File: src/design/contiguous_block_allocator_assert.svh
// ----------------------------------------------------------------------------
// Assertion macros for the contiguous block allocator
// Implication, next-cycle and never-true checks, compiled out with ASSERT_OFF.
// ----------------------------------------------------------------------------
`ifndef CONTIGUOUS_BLOCK_ALLOCATOR_ASSERT_SVH
`define CONTIGUOUS_BLOCK_ALLOCATOR_ASSERT_SVH
`ifndef ASSERT_OFF
`define CBA_ASSERT_IMPLY(lbl, clk, rst_n, a, c) \
    lbl: assert property (@(posedge clk) disable iff (!rst_n) (a) |-> (c)) \
        else $error("implication check failed");
`define CBA_ASSERT_NEXT(lbl, clk, rst_n, a, c) \
    lbl: assert property (@(posedge clk) disable iff (!rst_n) (a) |=> (c)) \
        else $error("next-cycle check failed");
`define CBA_ASSERT_NEVER(lbl, clk, rst_n, a) \
    lbl: assert property (@(posedge clk) disable iff (!rst_n) !(a)) \
        else $error("forbidden condition seen");
`else
`define CBA_ASSERT_IMPLY(lbl, clk, rst_n, a, c)
`define CBA_ASSERT_NEXT(lbl, clk, rst_n, a, c)
`define CBA_ASSERT_NEVER(lbl, clk, rst_n, a)
`endif
`endif

File: src/design/cba_pkg.sv
// ----------------------------------------------------------------------------
// cba_pkg
// Shared constants and codes of the contiguous block allocator.
// ----------------------------------------------------------------------------
`default_nettype none
package cba_pkg;
    localparam int MEM_UNITS_DEF = 256;

    localparam int OWNER_W  = 8;
    localparam int UNITS_W  = 9;
    localparam int STATUS_W = 3;
    localparam int VISIT_W  = 9;
    localparam int FRAG_W   = 8;
    localparam int CNT_W    = 32;

    // request kinds
    localparam logic REQ_ALLOC = 1'b0;
    localparam logic REQ_FREE  = 1'b1;

    // placement rule
    localparam logic FIT_FIRST = 1'b0;
    localparam logic FIT_BEST  = 1'b1;

    // result status
    localparam logic [STATUS_W-1:0] ST_ALLOCATED = 3'd0;
    localparam logic [STATUS_W-1:0] ST_DENIED    = 3'd1;
    localparam logic [STATUS_W-1:0] ST_INVALID   = 3'd2;
    localparam logic [STATUS_W-1:0] ST_FREED     = 3'd3;
    localparam logic [STATUS_W-1:0] ST_NOT_FOUND = 3'd4;
endpackage
`default_nettype wire

File: src/design/cba_table.sv
// ----------------------------------------------------------------------------
// cba_table
// Block table memory: one write and one registered read per cycle.
// Entry 0 reads as one free block of the whole memory until first written.
// ----------------------------------------------------------------------------
`default_nettype none
module cba_table #(
    parameter int MEM_UNITS = cba_pkg::MEM_UNITS_DEF,
    parameter int IW        = $clog2(MEM_UNITS),
    parameter int EW        = 1 + cba_pkg::OWNER_W + $clog2(MEM_UNITS + 1)
) (
    input  wire logic          clk,
    input  wire logic          rst_n,
    input  wire logic          wr_en,
    input  wire logic [IW-1:0] wr_addr,
    input  wire logic [EW-1:0] wr_data,
    input  wire logic [IW-1:0] rd_addr,
    output logic [EW-1:0]      rd_data
);
    import cba_pkg::*;

    localparam int SW = EW - 1 - OWNER_W;
    localparam logic [EW-1:0] INIT_ENTRY = {1'b1, {OWNER_W{1'b0}}, SW'(MEM_UNITS)};

    logic [EW-1:0] mem [MEM_UNITS];
    logic [EW-1:0] mem_q_reg;
    logic          zero_rd_reg;
    logic          e0_vld_reg;

    // storage
    always_ff @(posedge clk)
    begin
        if (wr_en)
        begin
            mem[wr_addr] <= wr_data;
        end
        mem_q_reg <= mem[rd_addr];
    end

    // entry 0 reset tracking
    always_ff @(posedge clk or negedge rst_n)
    begin
        if (!rst_n)
        begin
            e0_vld_reg  <= 1'b0;
            zero_rd_reg <= 1'b0;
        end
        else
        begin
            zero_rd_reg <= (rd_addr == '0) && !e0_vld_reg;
            if (wr_en && wr_addr == '0)
            begin
                e0_vld_reg <= 1'b1;
            end
        end
    end

    assign rd_data = zero_rd_reg ? INIT_ENTRY : mem_q_reg;
endmodule
`default_nettype wire

File: config.mk
export PLATFORM = sky130hd
export DESIGN_NAME = cba_table
export DESIGN_NICKNAME = d
export VERILOG_FILES = /design/src/design/contiguous_block_allocator_assert.svh /design/src/design/cba_pkg.sv /design/src/design/cba_table.sv
export SDC_FILE = /design/constraint.sdc
export NUM_CORES = 2
export LEC_CHECK = 0
export BUFFER_PORTS_ARGS = -buffer_cell sky130_fd_sc_hd__clkbuf_2
export CORE_AREA = 3 3 662 664
export DETAILED_ROUTE_END_ITERATION = 10
export DIE_AREA = 0 0 665 667
export PLACE_DENSITY = 0.66
export REMOVE_ABC_BUFFERS = 1
export SYNTH_ARGS = -nofsm -noshare
export SYNTH_HDL_FRONTEND = slang
export SYNTH_MEMORY_MAX_BITS = 65536
export SYNTH_SLANG_ARGS = --single-unit
File: constraint.sdc
create_clock -name clk -period 2.3 [get_ports clk]
set_input_delay 0.345 -clock clk [delete_from_list [all_inputs] [get_ports clk]]
set_output_delay 0.345 -clock clk [all_outputs]
set_load 0.02 [all_outputs]
After elaboration in Yosys (flattened, before gate mapping)
Memory sizes are Yosys's and may differ from the RTL's. A register that Yosys moved wholly into a read port is not among the register bits.
Cells that the tools add are included.
{"block": "totals", "mem_bits_rw": 4608, "word_cells": 11, "n_memories": 1, "in_bits": 37, "register_bits": 2}
{"block": "classes", "mux": 3, "reduce_logical": 5}
{"name": "mem", "words": 256, "word_bits": 18, "rd": 1, "rd_ports_with_merged_regs": 1, "write_ports": 1, "line_no": "cba_table.sv:25", "source": "logic [EW-1:0] mem [MEM_UNITS];"}
{"op": "$mux 18", "count": 1}
{"op": "$logic_not 8->1", "count": 2}
{"op": "$logic_and 1x1->1", "count": 2}
{"op": "$mux 1", "count": 2}
{"op": "$logic_not 1->1", "count": 1}

Longest topological paths before layout
{"block": "logic_depth", "word_depth": 2, "ltp_mapped": 12, "depth_no_buf": 6}

Least setup slack after synthesis
No wires, ideal clock.
{"block": "synth_timing", "path_type": "input port to flip-flop", "startpoint": "input wr_addr[3]", "endpoint": "memory mem[235][0] in the netlist's numbering (enable)", "required_ns": 1.907, "path_slack_ns": -0.297, "t_arrival_ns": 2.204, "setup_ns": 0.393, "stages": 6, "cell_sequence": "clkbuf_1 -> nor2b_1 -> clkbuf_1 -> nand4_1 -> clkbuf_1 -> nor2_1"}
{"item": "start: declaration", "line_no": "cba_table.sv:15", "source": "input wire logic [IW-1:0] wr_addr,"}
{"item": "end: declaration", "line_no": "cba_table.sv:25"}
No word-level cell before the write port.

Worst setup path after layout
{"block": "layout_timing", "startpoint": "register zero_rd_reg", "endpoint": "output rd_data[3]"}
{"block": "layout_between", "elab_chain_len": 1}
{"item": "start: declaration", "line_no": "cba_table.sv:27", "source": "logic zero_rd_reg;"}
{"item": "start signal: assignment", "line_no": "cba_table.sv:50", "source": "zero_rd_reg <= (rd_addr == '0) && !e0_vld_reg;"}
{"item": "$mux 18", "line_no": "cba_table.sv:58", "source": "assign rd_data = zero_rd_reg ? INIT_ENTRY : mem_q_reg;"}
{"item": "end: declaration", "line_no": "cba_table.sv:18", "source": "output logic [EW-1:0] rd_data"}
Every way passes these cells.

==> results.cfg <==
[run_status]
status = finished, violations left
violations = setup timing

[place]
pre_cts_ws_ns = -1.33
dpl_cell_area_sq_um = 198000
gp_congestion = 0.911
hpwl_microns = 312000
port_buffers = 54

[floorplan]
dieArea_sq_um = 444000
die_h_microns = 667
start_util = 0.408
coreArea_sq_um = 434000
dieWidth_microns = 665
ios = 55
num_rows = 242

[power]
power_density_nw_per_um2 = 825
irDropWorstVdd_uv = 679
power_mw = 177
leakage_nw = 68.6

[drt]
detail_route.vias_per_cell = 5.89
drc = 0
vias = 90500
first_pass_iters = 7
antenna_left = 0
drt_iter0_drc = 12600
wire_per_inst_microns = 31.8
wirelength_microns = 488000

[timing]
slew-limit-headroom = 0.141
rsz0062_at_grt = yes
finalHoldViolCount = 0
worst_pin_slew_ns = 1.29
period_share = 1.11
finClkSkew_ns = 0.0691
min_period_ns = 2.56
fin_hold_ws_ns = 0.286
slew_viol_final = 0
fmax_mhz = 391
setup_viol = 30
fin_ws_ns = -0.259

[layout]
fin_nets = 9288
area_growth_syn_to_layout_pct = 21.0
largest_register_ffs = 4608
final_cell_mix = edfxtp_1 (4608), mux4_2 (1033), buf_4 (805), clkbuf_16 (446), buf_12 (424)
drive_gt1_frac = 0.353
design_area_sq_um = 214000
final_common_cell = edfxtp_1

[clock_tree]
ctsRootBufferMaster = clkbuf_16
numClockSinks = 4628
h-tree-depth = 5
clkLatencyLatePin_ns = 0.98
clkTransAtPathRegs_ns = 0.06
cts_tree = built
cts_buffers = 441
clockBufferDepth = 4

[synthesis]
synth-main-ff-cell = edfxtp_1
async_flop_share = 0.000432
synth.cell_area_sq_um = 177000
yosysWarnings = 0
yosysSeqAreaShare = 0.784
syn_area_per_cell_sq_um = 22.3
synth.distinct_cells = 55
syn-instance-count = 7952
ys_ff_latch = 4628
synth_edf_count = 4608

[global_routing]
grt_pass1_vias = 90900
track_usage = 0.217
grt_max_degree = 113
antenna_found_initial = 33
grt_pass1_wl_microns = 690000
grt.overflow.total = 0

[setup_path]
critPathLaunchType = flop
crit_arrival_ns = 2.21
cp-end-kind = primary output
critPathKind = flop to primary output
path_max_fanout = 9
cp.required_ns = 1.96

[job]
maxCapViolations = 0

[hold_path]
hold_path_class = primary input to flop
==> layer usage <==
metal	vias up	global-route usage	wire (microns)
li1	36500	-	-
met1	48100	0.293	183000
met2	4976	0.344	232000
met3	844	0.0445	49400
met4	6	0.0934	23600
met5	-	0	35
==> cell families (layout without fill, tap and decap cells) <==
kind of cell	after synthesis	count (layout)	synth area share
compound gates	753	753	0.0313
other cells	0	13	0
buf+inv	483	2144	0.0129
mux	1489	1489	0.157
flops	4628	4628	0.784
simple gates	599	599	0.0146
==> worst max-delay path, stage by stage (launching register included) <==
cell and delay [ns]:
dfrtp_4 0.50, buf_12 0.17, nor2b_4 0.27, buf_6 0.16, buf_8 0.10
==> final cells by class <==
class	instances	area [sq um]
Timing Repair Buffer	1335	15800
Clock inverter	267	2910
Clock buffer	538	11500
Fill cell	33800	219000
Multi-Input combinational cell	2841	38000
Sequential cell	4628	139000
Antenna cell	13	32.5
Tap cell	5734	7170
Inverter	4	22.5
==> metrics by stage <==
stage / instances / utilization / setup TNS, ns
6_report: 15400 / 0.494 / -3.38
5_1_grt: 15400 / 0.494 / -4.84
4_1_cts: 15300 / 0.493 / -4.64
3_5_place_dp: 14500 / 0.456 / -19.65
3_3_place_gp: 14500 / 0.456 / -19.22
2_1_floorplan: 7473 / - / -152.62
==> report_power, final <==
part           leakage [nW]  internal (mW)  switching (mW)
Sequential             41.6           92.9          0.0695
Combinational          20.0           4.56            6.79
Clock                  6.98           40.9            31.4
Total                  68.6            138            38.3
==> synthesized netlist by cell type (11+ instances only) <==
library cell  number  share of area
edfxtp_1        4608           0.78
mux4_2          1033           0.13
mux2i_1          411          0.023
nor2_1           312         0.0066
clkbuf_1         209         0.0044
buf_2            163         0.0046
a22oi_1          140         0.0059
nand2_1          119         0.0025
a221oi_1         112         0.0055
o21ai_0          105         0.0030
nand3_1           75         0.0021
o22ai_1           67         0.0024
a22o_1            55         0.0027
a21oi_1           51         0.0014
buf_4             49         0.0021
buf_1             46        0.00098
mux2_2            45         0.0029
o221ai_1          39         0.0019
a211oi_1          38         0.0016
nor2b_1           38         0.0013
o31ai_1           29         0.0012
o211ai_1          26         0.0011
a2bb2oi_1         20        0.00099
dfxtp_1           18         0.0020
o2111ai_1         16        0.00079
nor3_1            12        0.00034
buf_6             11        0.00070
nand4_1           11        0.00039
==> final timing paths <==
path / from / to / slack (ns) / cells past startpoint
max reg2reg: mem[128][9]$_DFFE_PP_ / mem_q_reg[9]$_DFF_P_ / -0.10 / 7
min reg2reg: e0_vld_reg$_DFFE_PN0P_ / e0_vld_reg$_DFFE_PN0P_ / 0.53 / 1
min: wr_addr[3] / mem[175][15]$_DFFE_PP_ / 0.29 / 5
max in group asynchronous: rst_n / zero_rd_reg$_DFF_PN0_ / 1.69 / 3
min in group asynchronous: rst_n / e0_vld_reg$_DFFE_PN0P_ / 0.45 / 3
max: zero_rd_reg$_DFF_PN0_ / rd_data[3] / -0.26 / 4
==> what timing repair did <==
| item | in CTS | in global routing |
|---|---|---|
| pin swaps | 41 | 19 |
| gates resized for setup | 239 | 94 |
| gates cloned | 0 | 2 |
| setup buffers | 4 | 6 |
| hold endpoints to repair | 1526 | 0 |
| setup endpoints to repair | 36 | 36 |
| hold buffers | 20 | 0 |
(Power assumes the default switching activity.)
